### src/rtl/fifo_with_running_statistics_macros.svh
// assertion macros for the top-level rtl file
`ifndef FIFO_WITH_RUNNING_STATISTICS_MACROS_SVH
`define FIFO_WITH_RUNNING_STATISTICS_MACROS_SVH

`ifndef SYNTH
// same-cycle implication
`define FWRS_ASSERT_NOW(label, ante, cons) \
    label: assert property (@(posedge i_clk) disable iff (!i_rst_n) (ante) |-> (cons)) \
        else $error("fwrs assertion failed");
// next-cycle implication
`define FWRS_ASSERT_NEXT(label, ante, cons) \
    label: assert property (@(posedge i_clk) disable iff (!i_rst_n) (ante) |=> (cons)) \
        else $error("fwrs assertion failed");
`else
`define FWRS_ASSERT_NOW(label, ante, cons)
`define FWRS_ASSERT_NEXT(label, ante, cons)
`endif

`endif

### src/rtl/fwrs_pkg.sv
package fwrs_pkg;

    localparam int unsigned DEPTH_DEF  = 4;
    localparam int unsigned VAL_W      = 32;
    localparam int unsigned MODE_W     = 2;
    localparam int unsigned STAT_W     = 2;
    localparam int unsigned CNT_OUT_W  = 3;
    localparam int unsigned TOT_W      = 34;
    localparam int unsigned AVG_W      = 40;
    localparam int unsigned FRAC_W     = 8;
    localparam int unsigned IN_DATA_W  = 32;
    localparam int unsigned OUT_PAD_W  = 3;
    localparam int unsigned OUT_DATA_W =
        VAL_W + CNT_OUT_W + TOT_W + VAL_W + VAL_W + AVG_W + OUT_PAD_W;

    localparam logic [MODE_W-1:0] MODE_PUSH  = 2'd0;
    localparam logic [MODE_W-1:0] MODE_POP   = 2'd1;
    localparam logic [MODE_W-1:0] MODE_CLEAR = 2'd2;

    localparam logic [STAT_W-1:0] ST_DONE  = 2'd0;
    localparam logic [STAT_W-1:0] ST_FULL  = 2'd1;
    localparam logic [STAT_W-1:0] ST_EMPTY = 2'd2;

    typedef enum logic [2:0] {
        S_IDLE,
        S_SCAN,
        S_STAT,
        S_DIV,
        S_OUT
    } t_state;

    typedef struct packed {
        logic load;
        logic shift;
    } t_cell_ctl;

endpackage

### src/rtl/fwrs_cell.sv
module fwrs_cell #(
    parameter int unsigned IDX   = 0,
    parameter int unsigned CNT_W = 3,
    parameter int unsigned SUM_W = 34
) (
    input  logic                              i_clk,
    input  fwrs_pkg::t_cell_ctl               i_ctl,
    input  logic [CNT_W-1:0]                  i_count,
    input  logic signed [fwrs_pkg::VAL_W-1:0] i_push_value,
    input  logic signed [fwrs_pkg::VAL_W-1:0] i_next_entry,
    output logic signed [fwrs_pkg::VAL_W-1:0] o_entry,
    input  logic                              i_part_any,
    input  logic signed [SUM_W-1:0]           i_part_sum,
    input  logic signed [fwrs_pkg::VAL_W-1:0] i_part_min,
    input  logic signed [fwrs_pkg::VAL_W-1:0] i_part_max,
    output logic                              o_part_any,
    output logic signed [SUM_W-1:0]           o_part_sum,
    output logic signed [fwrs_pkg::VAL_W-1:0] o_part_min,
    output logic signed [fwrs_pkg::VAL_W-1:0] o_part_max
);
    import fwrs_pkg::*;

    logic signed [VAL_W-1:0] r_entry, n_entry;
    logic                    r_part_any, n_part_any;
    logic signed [SUM_W-1:0] r_part_sum, n_part_sum;
    logic signed [VAL_W-1:0] r_part_min, n_part_min;
    logic signed [VAL_W-1:0] r_part_max, n_part_max;
    logic                    w_active;

    assign w_active = CNT_W'(IDX) < i_count;

    // push lands in the first free cell, pop moves everything one cell toward the head
    always_comb begin
        n_entry = r_entry;
        if (i_ctl.load && (i_count == CNT_W'(IDX))) begin
            n_entry = i_push_value;
        end else if (i_ctl.shift) begin
            n_entry = i_next_entry;
        end
    end

    // running sum, min and max flow one cell per cycle toward the tail
    always_comb begin
        n_part_any = i_part_any;
        n_part_sum = i_part_sum;
        n_part_min = i_part_min;
        n_part_max = i_part_max;
        if (w_active) begin
            n_part_any = 1'b1;
            n_part_sum = i_part_sum + SUM_W'(r_entry);
            n_part_min = (!i_part_any || (r_entry < i_part_min)) ? r_entry : i_part_min;
            n_part_max = (!i_part_any || (r_entry > i_part_max)) ? r_entry : i_part_max;
        end
    end

    always_ff @(posedge i_clk) begin
        r_entry    <= n_entry;
        r_part_any <= n_part_any;
        r_part_sum <= n_part_sum;
        r_part_min <= n_part_min;
        r_part_max <= n_part_max;
    end

    assign o_entry    = r_entry;
    assign o_part_any = r_part_any;
    assign o_part_sum = r_part_sum;
    assign o_part_min = r_part_min;
    assign o_part_max = r_part_max;

endmodule

### src/rtl/fwrs_div.sv
module fwrs_div #(
    parameter int unsigned NUM_W = 42,
    parameter int unsigned DEN_W = 3
) (
    input  logic                    i_clk,
    input  logic                    i_rst_n,
    input  logic                    i_start,
    input  logic signed [NUM_W-1:0] i_num,
    input  logic [DEN_W-1:0]        i_den,
    output logic                    o_done,
    output logic signed [NUM_W-1:0] o_quot
);
    import fwrs_pkg::*;

    localparam int unsigned STEP_W = $clog2(NUM_W + 1);

    logic              r_busy, n_busy;
    logic              r_done, n_done;
    logic [STEP_W-1:0] r_step, n_step;
    logic              r_neg, n_neg;
    logic [NUM_W-1:0]  r_num, n_num;
    logic [DEN_W-1:0]  r_rem, n_rem;
    logic [DEN_W-1:0]  r_den, n_den;
    logic [DEN_W:0]    w_trial;
    logic [DEN_W:0]    w_diff;
    logic              w_fit;
    logic [NUM_W-1:0]  w_mag;

    assign w_mag   = i_num[NUM_W-1] ? NUM_W'(-i_num) : NUM_W'(i_num);
    assign w_trial = {r_rem, r_num[NUM_W-1]};
    assign w_fit   = w_trial >= {1'b0, r_den};
    assign w_diff  = w_trial - {1'b0, r_den};

    // restoring division, one quotient bit a cycle shifted in behind the dividend
    always_comb begin
        n_busy = r_busy;
        n_done = 1'b0;
        n_step = r_step;
        n_neg  = r_neg;
        n_num  = r_num;
        n_rem  = r_rem;
        n_den  = r_den;
        if (i_start) begin
            n_busy = 1'b1;
            n_step = '0;
            n_neg  = i_num[NUM_W-1];
            n_num  = w_mag;
            n_rem  = '0;
            n_den  = i_den;
        end else if (r_busy) begin
            n_rem  = w_fit ? w_diff[DEN_W-1:0] : w_trial[DEN_W-1:0];
            n_num  = {r_num[NUM_W-2:0], w_fit};
            n_step = r_step + STEP_W'(1);
            if (r_step == STEP_W'(NUM_W - 1)) begin
                n_busy = 1'b0;
                n_done = 1'b1;
            end
        end
    end

    always_ff @(posedge i_clk) begin
        if (!i_rst_n) begin
            r_busy <= 1'b0;
            r_done <= 1'b0;
            r_step <= '0;
        end else begin
            r_busy <= n_busy;
            r_done <= n_done;
            r_step <= n_step;
        end
        r_neg <= n_neg;
        r_num <= n_num;
        r_rem <= n_rem;
        r_den <= n_den;
    end

    assign o_done = r_done;
    assign o_quot = r_neg ? signed'(NUM_W'(-r_num)) : signed'(r_num);

endmodule

### src/rtl/fifo_with_running_statistics.sv
// Queue of up to DEPTH signed 32-bit values held in a row of cells, oldest at cell 0.
// Each transfer on the input asks for a push, a pop or a clear (tuser) and produces exactly
// one result transfer with a status, the popped value and the count, sum, minimum, maximum
// and q8 average of the entries still held. One item is processed at a time: the queue is
// updated, the statistics then sweep down the cell row, and the average comes from a serial
// divider producing one bit per cycle over max(34, 32 + clog2(DEPTH)) + 8 bits, which is
// skipped when the queue is empty.
// A finished result waits in an output register, so the next item can be accepted
// before the previous result is taken.
module fifo_with_running_statistics #(
    parameter int unsigned DEPTH = fwrs_pkg::DEPTH_DEF
) (
    input  logic                               i_clk,
    input  logic                               i_rst_n,
    input  logic                               s_axis_tvalid,
    output logic                               s_axis_tready,
    // [31:0] push_value
    input  logic [fwrs_pkg::IN_DATA_W-1:0]     s_axis_tdata,
    // [1:0] mode
    input  logic [fwrs_pkg::MODE_W-1:0]        s_axis_tuser,
    output logic                               m_axis_tvalid,
    input  logic                               m_axis_tready,
    // [31:0] popped_value, [34:32] entry_count, [68:35] total, [100:69] minimum,
    // [132:101] maximum, [172:133] average_q8, [175:173] zero
    output logic [fwrs_pkg::OUT_DATA_W-1:0]    m_axis_tdata,
    // [1:0] status
    output logic [fwrs_pkg::STAT_W-1:0]        m_axis_tuser
);
    import fwrs_pkg::*;

    `include "fifo_with_running_statistics_macros.svh"

    localparam int unsigned CNT_W = $clog2(DEPTH + 1);
    localparam int unsigned SCN_W = $clog2(DEPTH + 1);
    localparam int unsigned SUM_W =
        (VAL_W + $clog2(DEPTH) > TOT_W) ? (VAL_W + $clog2(DEPTH)) : TOT_W;
    localparam int unsigned NUM_W = SUM_W + FRAC_W;

    t_state                  r_state, n_state;
    logic [CNT_W-1:0]        r_count, n_count;
    logic [SCN_W-1:0]        r_scan, n_scan;
    logic [STAT_W-1:0]       r_status, n_status;
    logic signed [VAL_W-1:0] r_popped, n_popped;
    logic                    r_out_valid, n_out_valid;
    logic [OUT_DATA_W-1:0]   r_out_data, n_out_data;
    logic [STAT_W-1:0]       r_out_user, n_out_user;

    logic                    w_accept;
    logic [MODE_W-1:0]       w_mode;
    logic signed [VAL_W-1:0] w_push_value;
    t_cell_ctl               w_ctl;
    logic                    w_ready;
    logic                    w_div_start;
    logic                    w_out_load;
    logic                    w_div_done;
    logic signed [NUM_W-1:0] w_quot;
    logic                    w_has;
    logic                    w_push_full;

    logic signed [VAL_W-1:0] w_entry [DEPTH];
    logic                    w_any   [DEPTH+1];
    logic signed [SUM_W-1:0] w_sum   [DEPTH+1];
    logic signed [VAL_W-1:0] w_min   [DEPTH+1];
    logic signed [VAL_W-1:0] w_max   [DEPTH+1];

    logic signed [TOT_W-1:0] w_total;
    logic signed [VAL_W-1:0] w_minimum;
    logic signed [VAL_W-1:0] w_maximum;
    logic signed [AVG_W-1:0] w_average;

    assign w_mode       = s_axis_tuser;
    assign w_push_value = signed'(s_axis_tdata[VAL_W-1:0]);
    assign w_accept     = s_axis_tvalid && w_ready;
    assign w_has        = r_count != '0;
    assign w_push_full  = w_accept && (w_mode == MODE_PUSH) && (r_count == CNT_W'(DEPTH));

    // cell row
    assign w_any[0] = 1'b0;
    assign w_sum[0] = '0;
    assign w_min[0] = '0;
    assign w_max[0] = '0;

    for (genvar g = 0; g < DEPTH; g++) begin : g_cell
        logic signed [VAL_W-1:0] w_next;
        if (g == DEPTH - 1) begin : g_tail
            assign w_next = w_entry[g];
        end else begin : g_mid
            assign w_next = w_entry[g+1];
        end
        fwrs_cell #(
            .IDX   (g),
            .CNT_W (CNT_W),
            .SUM_W (SUM_W)
        ) u_cell (
            .i_clk        (i_clk),
            .i_ctl        (w_ctl),
            .i_count      (r_count),
            .i_push_value (w_push_value),
            .i_next_entry (w_next),
            .o_entry      (w_entry[g]),
            .i_part_any   (w_any[g]),
            .i_part_sum   (w_sum[g]),
            .i_part_min   (w_min[g]),
            .i_part_max   (w_max[g]),
            .o_part_any   (w_any[g+1]),
            .o_part_sum   (w_sum[g+1]),
            .o_part_min   (w_min[g+1]),
            .o_part_max   (w_max[g+1])
        );
    end

    fwrs_div #(
        .NUM_W (NUM_W),
        .DEN_W (CNT_W)
    ) u_div (
        .i_clk   (i_clk),
        .i_rst_n (i_rst_n),
        .i_start (w_div_start),
        .i_num   ({w_sum[DEPTH], FRAC_W'(0)}),
        .i_den   (r_count),
        .o_done  (w_div_done),
        .o_quot  (w_quot)
    );

    // queue update on an accepted transfer
    always_comb begin
        w_ctl    = '0;
        n_count  = r_count;
        n_status = r_status;
        n_popped = r_popped;
        if (w_accept) begin
            n_status = ST_DONE;
            n_popped = '0;
            case (w_mode)
                MODE_PUSH: begin
                    if (r_count >= CNT_W'(DEPTH)) begin
                        n_status = ST_FULL;
                    end else begin
                        w_ctl.load = 1'b1;
                        n_count    = r_count + CNT_W'(1);
                    end
                end
                MODE_POP: begin
                    if (!w_has) begin
                        n_status = ST_EMPTY;
                    end else begin
                        w_ctl.shift = 1'b1;
                        n_popped    = w_entry[0];
                        n_count     = r_count - CNT_W'(1);
                    end
                end
                MODE_CLEAR: begin
                    if (!w_has) begin
                        n_status = ST_EMPTY;
                    end else begin
                        n_count = '0;
                    end
                end
                default: begin
                    n_status = ST_DONE;
                end
            endcase
        end
    end

    // next state
    always_comb begin
        n_state = r_state;
        case (r_state)
            S_IDLE: begin
                if (w_accept) begin
                    n_state = S_SCAN;
                end
            end
            S_SCAN: begin
                if (r_scan == SCN_W'(DEPTH - 1)) begin
                    n_state = S_STAT;
                end
            end
            S_STAT: begin
                n_state = w_has ? S_DIV : S_OUT;
            end
            S_DIV: begin
                if (w_div_done) begin
                    n_state = S_OUT;
                end
            end
            S_OUT: begin
                if (w_out_load) begin
                    n_state = S_IDLE;
                end
            end
            default: begin
                n_state = S_IDLE;
            end
        endcase
    end

    // state outputs
    always_comb begin
        w_ready     = 1'b0;
        w_div_start = 1'b0;
        w_out_load  = 1'b0;
        case (r_state)
            S_IDLE: w_ready     = 1'b1;
            S_STAT: w_div_start = w_has;
            S_OUT:  w_out_load  = !r_out_valid || m_axis_tready;
            default: begin
                w_ready = 1'b0;
            end
        endcase
    end

    always_comb begin
        n_scan = r_scan;
        if (w_accept) begin
            n_scan = '0;
        end else if (r_state == S_SCAN) begin
            n_scan = r_scan + SCN_W'(1);
        end
    end

    // result assembly, statistics are zero on an empty queue
    assign w_total   = w_has ? w_sum[DEPTH][TOT_W-1:0] : '0;
    assign w_minimum = w_has ? w_min[DEPTH] : '0;
    assign w_maximum = w_has ? w_max[DEPTH] : '0;
    assign w_average = w_has ? w_quot[AVG_W-1:0] : '0;

    always_comb begin
        n_out_valid = r_out_valid;
        n_out_data  = r_out_data;
        n_out_user  = r_out_user;
        if (m_axis_tready) begin
            n_out_valid = 1'b0;
        end
        if (w_out_load) begin
            n_out_valid = 1'b1;
            n_out_data  = {OUT_PAD_W'(0), w_average, w_maximum, w_minimum, w_total,
                           CNT_OUT_W'(r_count), r_popped};
            n_out_user  = r_status;
        end
    end

    always_ff @(posedge i_clk) begin
        if (!i_rst_n) begin
            r_state     <= S_IDLE;
            r_count     <= '0;
            r_scan      <= '0;
            r_out_valid <= 1'b0;
        end else begin
            r_state     <= n_state;
            r_count     <= n_count;
            r_scan      <= n_scan;
            r_out_valid <= n_out_valid;
        end
        r_status   <= n_status;
        r_popped   <= n_popped;
        r_out_data <= n_out_data;
        r_out_user <= n_out_user;
    end

    assign s_axis_tready = w_ready;
    assign m_axis_tvalid = r_out_valid;
    assign m_axis_tdata  = r_out_data;
    assign m_axis_tuser  = r_out_user;

    `FWRS_ASSERT_NOW(a_count_range, 1'b1, r_count <= CNT_W'(DEPTH))
    `FWRS_ASSERT_NEXT(a_full_refused, w_push_full, (r_status == ST_FULL) && $stable(r_count))
    `FWRS_ASSERT_NOW(a_div_done_in_div, w_div_done, r_state == S_DIV)
    `FWRS_ASSERT_NEXT(a_result_not_overwritten, (r_state == S_OUT) && r_out_valid && !m_axis_tready, (r_state == S_OUT) && $stable(r_out_data))

endmodule

### config.mk
export PLATFORM = sky130hd
export DESIGN_NAME = fifo_with_running_statistics
export DESIGN_NICKNAME = d
export VERILOG_FILES = /design/src/rtl/fwrs_pkg.sv /design/src/rtl/fwrs_cell.sv /design/src/rtl/fwrs_div.sv /design/src/rtl/fifo_with_running_statistics.sv
export VERILOG_INCLUDE_DIRS = /design/src /design/src/rtl
export SDC_FILE = /design/constraint.sdc
export NUM_CORES = 1
export LEC_CHECK = 0
export ABC_CLOCK_PERIOD_IN_PS = 15300
export BUFFER_PORTS_ARGS = -buffer_cell sky130_fd_sc_hd__buf_2
export CAP_MARGIN = 20
export CORE_MARGIN = 10
export CORE_UTILIZATION = 40
export CTS_CLUSTER_SIZE = 25
export DETAILED_ROUTE_END_ITERATION = 7
export GPL_ROUTABILITY_DRIVEN = 0
export SLEW_MARGIN = 20
export SYNTH_ARGS = -nofsm -noshare
export SYNTH_HDL_FRONTEND = slang
export SYNTH_SLANG_ARGS = --single-unit
### constraint.sdc
create_clock -name i_clk -period 15.3 [get_ports i_clk]
set_clock_uncertainty 0.1 [all_clocks]
set_input_delay 3.06 -clock i_clk [delete_from_list [all_inputs] [get_ports i_clk]]
set_output_delay 3.06 -clock i_clk [all_outputs]
set_load 0.005 [all_outputs]
# Word level (Yosys, flattened, before mapping)
# Index checks and enable logic that the tools add are counted.
classes:
  reduce_logical: 33
  n_bitwise: 2
  magnitude_cmp: 12
  eq_ne: 18
  addsub: 10
  n_mux: 54
op_table:
  columns: ["op", "count"]
  rows:
  - ["32-bit 2-to-1 mux", 18]
  - ["42-bit 2-to-1 mux", 3]
  - ["34-bit 2-to-1 mux", 3]
  - ["32-bit greater-than comparator", 3]
  - ["32-bit < comparator", 3]
  - ["34-bit by 32-bit adder with 34-bit output", 2]
  - ["42-bit negation", 1]
  - ["40-bit 2-to-1 mux", 1]
  - ["40-bit negation", 1]
  - ["32-bit by 32-bit adder with 33-bit output", 1]
  - ["3-bit 2-to-1 mux", 9]
  - ["3-bit by 2-bit == test with 1-bit output (second input constant)", 5]
  - ["1-bit 2-to-1 mux", 15]
  - ["3-bit case mux with 5 select lines", 1]
  - ["2-bit != test (second input constant)", 6]
  - ["2-bit nonzero test", 5]
  - ["3-bit case mux with 3 select lines", 1]
  - ["1-bit logical OR", 7]
  - ["3-bit by 1-bit adder with 3-bit output (second input constant)", 2]
  - ["6-bit by 1-bit adder with 6-bit output (second input constant)", 1]
  - ["3-bit by 1-bit == test with 1-bit output (second input constant)", 2]
  - ["6-bit == test (second input constant)", 1]
  - ["3-bit zero test", 2]
  - ["1-bit by 3-bit < comparator with 1-bit output (first input constant)", 2]
  - ["other kinds (21)", 34]
word_totals:
  reg_bits: 765
  input_bits: 38
  out_inout_bits: 180

# Depth between registers and ports, before layout
logic_depth:
  depth_word: 6
  ltp_mapped: 13
  mapped_depth_nobuf: 12

# Hierarchy
# From an unflattened synthesis, not the netlist that was laid out.
hier_totals:
  cells_unflattened: 4075
  area_unflattened_um2: 44091.0
by_module_without_submodules:
  columns: ["module", "cells_per_inst", "area_per_inst_um2", "instances", "seq_area_each_um2"]
  rows:
  - ["fifo_with_running_statistics", 484, 8137.8, 1, 6476.2]
  - ["fwrs_cell (g_cell[0].u_cell)", 787, 8041.5, 1, 2942.8]
  - ["fwrs_cell (g_cell[3].u_cell)", 768, 7981.4, 1, 2942.8]
  - ["fwrs_cell (g_cell[1].u_cell)", 774, 7782.5, 1, 2942.8]
  - ["fwrs_cell (g_cell[2].u_cell)", 772, 7780.0, 1, 2942.8]
  - ["fwrs_div", 490, 4367.9, 1, 1601.5]

# Least setup slack after synthesis
# OpenSTA, ideal clock, no wires.
synth_timing:
  path_kind: "input to register"
  from: "input m_axis_tready"
  to: "register r_out_data[0], in the netlist m_axis_tdata[0], enable pin"
  n_path_buf: 0
  t_required_ns: 14.643
  arrival_ns: 7.226
  slack_ns: 7.416
  stages: 2
  setup_time_ns: 0.557
  path_cell_list: "nand2b_1 -> and3_1"
synth_via:
  elab_chain_len: 2
synth_rtl:
  columns: ["element", "line_no", "source"]
  rows:
  - ["start: declaration", "fifo_with_running_statistics.sv:22", "input logic m_axis_tready,"]
  - ["1-bit logical OR", "fifo_with_running_statistics.sv:207", "S_OUT: w_out_load = !r_out_valid || m_axis_tready;"]
  - ["1-bit 2-to-1 mux", "fifo_with_running_statistics.sv:204", "case (r_state)"]
  - ["end signal: assignment", "fifo_with_running_statistics.sv:258", "r_out_data <= n_out_data;"]
  - ["end: declaration", "fifo_with_running_statistics.sv:45", "logic [OUT_DATA_W-1:0] r_out_data, n_out_data;"]
# Every way passes these cells.
# A chain may end at the register's enable or synchronous reset.

# Final worst setup path
layout_timing:
  from: "input s_axis_tvalid"
  to: "register g_cell[0].u_cell.r_entry[31], enable pin"
layout_via:
  elab_chain_len: 4
layout_rtl:
  columns: ["element", "line_no", "source"]
  rows:
  - ["start: declaration", "fifo_with_running_statistics.sv:15", "input logic s_axis_tvalid,"]
  - ["1-bit logical AND *", "fifo_with_running_statistics.sv:73", "assign w_accept = s_axis_tvalid && w_ready;"]
  - ["named net w_accept", "fifo_with_running_statistics.sv:48", "logic w_accept;"]
  - ["2-bit 2-to-1 mux *", "fifo_with_running_statistics.sv:131", "if (w_accept) begin"]
  - ["1-bit logical AND", "fwrs_cell.sv:35", "if (i_ctl.load && (i_count == CNT_W'(IDX))) begin"]
  - ["2-bit nonzero test (no source line) *", null, null]
  - ["end signal: assignment", "fwrs_cell.sv:57", "r_entry <= n_entry;"]
  - ["end: declaration", "fwrs_cell.sv:23", "logic signed [VAL_W-1:0] r_entry, n_entry;"]
# The timed path passes the listed nets; every way through them passes the cells marked *.

==> results.md <==
* Setup-failing EPs final at 0
* CTS resizes at 0
* Max_cap viols at 0
* Hold buffers post-CTS at 0
* DR vias at ~25,000
* Yosys top cell area share at 0.319
* Final std cells w/o fill at 4,746
* Combinational share of power at 0.258
* Layout cells sized above 1 at 0.189
* Post-synthesis cell type count at 74
* Worst skew pair latency at 640 ps
* I/O Pins at 218
* Yosys top cell by area: edfxtp_1
* Drt drc at 0
* Starting Density at 0.402
* Port Buffers at 214
* Post-CTS Setup Inserts at 0
* RSZ-0062 raised after global routing: false
* Net Sw Power at 0.00200 W
* Sequential power share at 0.423
* CTS clk-pin slew, worst paths at 60 ps
* TritonCTS clock tree: yes
* Clock tree buffer depth at 3
* Post-placement cell count at 4,600
* Sequential cell area fraction in the yosys report at 0.513
* GRT overflow at 0
* Drt pass-1 iters at 6
* Crit path max fanout at 38
* CP arrival at 5000 ps
* Ys Warns at 0
* Relative slew slack at 0.194
* Top post-synthesis cells by area: edfxtp_1 32%, dfxtp_1 19%, ha_1 9.5%
* DR iter-0 viols at 1,885
* Vias in the first global route at 24,400
* # nets final at 3,821
* Clk sinks at ~730
* Initial antenna violation count at 5
* Vias per cell at ~5.3
* CTS buffer count at 78
* Final ANT Viol Nets at 0
* Top-count cell post-synth: edfxtp_1
* Final period utilization at 0.315
* Clock share of power at 0.320
* Synth cell count leaders: 383 x edfxtp_1, 349 x dfxtp_1, 275 x ha_1, 252 x mux2_2, 217 x inv_1
* CP Class: in -> reg
* Die H at approximately 320 um
* Synth Register Bits at between 700 and 800
* Number of max-slew violations in the final report at 0
* FMAX at around 210 MHz
* Routed Wire Length at ~100,000 um
* Setup TNS at 0 ps
* Global Route Usage Sum at 0.186
* Core ar. at about 90,000 um^2
* Post-DP HPWL at 73,300 um
* P_leak at 16.3 nW
* Root Driver: clkbuf_16
* HP Class: reg -> reg
* Largest net degree at the start of global routing at 84
* Pint at 0.00439 W
* Final Hold Fails at 0
* Core Rows at 110
* Crit path capture type: register
* Final min period at 4820 ps
* Syn Std Cell Area at roughly 36,000 um^2
* Power per standard cell area at approximately 150 nW/um^2
* Die width at approximately 320 um
* Maximum VDD drop at 0.0000718 V
* Crit start category: input port
* Least-Margin Pin Slew at between 1000 and 1500 ps
* Avg Cell Area, Syn at 10.9 um^2
* Outcome: complete, no violations
* WP data required at 15,480 ps
* Main synth FF type: edfxtp_1
* Area Overhead vs Synth at 14.6%
* Post-synth EDFFs at approximately 380
* Wire per inst at 20.6 um
* H-tree levels at 3
* Post-synth ARST share at 0
* Full die area at 103,000 um^2
* First-pass GRT wire length at 148,000 um
* Net Sw Frac at 0.313
* Gate Count Post-Synth at approximately 3,300
-- critical path: stages --
cell,delay (ps)
buf_2,80
and2_2,120
buf_4,460
and3_1,310
nand2_1,80
buf_4,290
nand2_1,110
buf_4,400
-- sequential cells by signal, summed over array words and instances (netlist names), 6 cells and up --
| register | flops |
|---|---|
| g_cell.u_cell.o_part_max | 96 |
| g_cell.u_cell.o_part_sum | 133 |
| g_cell.u_cell.o_entry | 128 |
| u_div.r_num | 42 |
| u_div.r_step | 6 |
| r_popped | 32 |
| m_axis_tdata | 173 |
| g_cell.u_cell.o_part_min | 96 |
-- cell families after synthesis --
| family | after synthesis | synth area share |
|---|---|---|
| and+or+nand+nor | 847 | 0.118 |
| DFF | 732 | 0.513 |
| AOI/OAI and AO/OA | 673 | 0.116 |
| buffers and inverters | 341 | 0.0358 |
| adders and majority gates | 279 | 0.0977 |
| muxes | 260 | 0.0810 |
| xor gates and xnor gates | 159 | 0.0386 |
| other | 1 | 0.000104 |
-- final timing paths --
| kind | cells past startpoint | end | startpoint | slack [ps] |
|---|---|---|---|---|
| setup / recovery | 8 | g_cell[0].u_cell.o_entry[31] | s_axis_tvalid | 10480 |
| hold / removal | 0 | m_axis_tdata[17] | r_popped[17] | 320 |
| setup reg to reg | 11 | g_cell[1].u_cell.o_part_sum[31] | g_cell[1].u_cell.o_entry[1] | 11210 |
| hold reg to reg | 0 | m_axis_tdata[17] | r_popped[17] | 320 |
-- final cells by class --
cell class / count / area, um^2
Tap cell: 1176 / 1470
Sequential cell: 732 / 18500
Fill cell: 8343 / 48400
Clock inverter: 46 / 604
Clock buffer: 99 / 2200
Multi-Input combinational cell: 2221 / 16400
Timing Repair Buffer: 254 / 1370
Inverter: 217 / 815
Antenna cell: 1 / 2.50
-- placed cells by master (no fill, tap or decap), types with 8 or more instances in the layout --
cell,instances
a211o_1,9
a211oi_1,25
a21o_1,90
a21oi_1,195
a31oi_1,12
and3_1,45
buf_2,214
buf_4,40
bufinv_16,13
clkbuf_1,10
clkbuf_16,83
clkinv_1,8
clkinv_2,9
dfxtp_1,348
edfxtp_1,383
ha_1,275
inv_1,217
mux2_2,252
mux2i_1,8
nand2_1,212
nand2b_1,22
nand3_1,36
nand4_1,42
nor2_1,210
nor2b_1,155
nor3_1,30
nor4_1,13
o211ai_1,18
o21a_1,14
o21ai_0,182
o21bai_1,21
o22ai_1,9
o31ai_1,28
o41ai_1,9
or2_2,12
or3_1,23
or4_1,13
xnor2_1,66
xor2_1,93
-- power groups by stage --
stage / clock network (W) / logic, W / registers [W]
after floorplan: 0 / 0.00121 / 0.00264
after detailed placement: 0 / 0.00164 / 0.00274
after global routing: 0.00217 / 0.00185 / 0.00274
final: 0.00204 / 0.00165 / 0.00270
after global placement: 0 / 0.00162 / 0.00274
after CTS: 0.00209 / 0.00165 / 0.00270
-- metrics by stage --
step	util	instance area, um^2	power, W	setup slack [ps]	hold WS (ps)
floorplan	-	36100	0.00385	7420	300
global placement	0.429	38500	0.00435	9840	307
detailed placement	0.429	38500	0.00437	9830	307
CTS	0.460	41300	0.00643	10500	319
global route	0.460	41300	0.00675	10370	326
finish	0.460	41300	0.00639	10480	318
-- metal layers --
layer  up-vias  routed length [um]  track usage
met5         -                  30            0
met3       133                5890       0.0328
met1     11900               45300        0.254
li1      12200                   -            -
met4         4                2620       0.0598
met2       670               43700        0.295
Note: power is estimated with default switching activity, not from simulation.
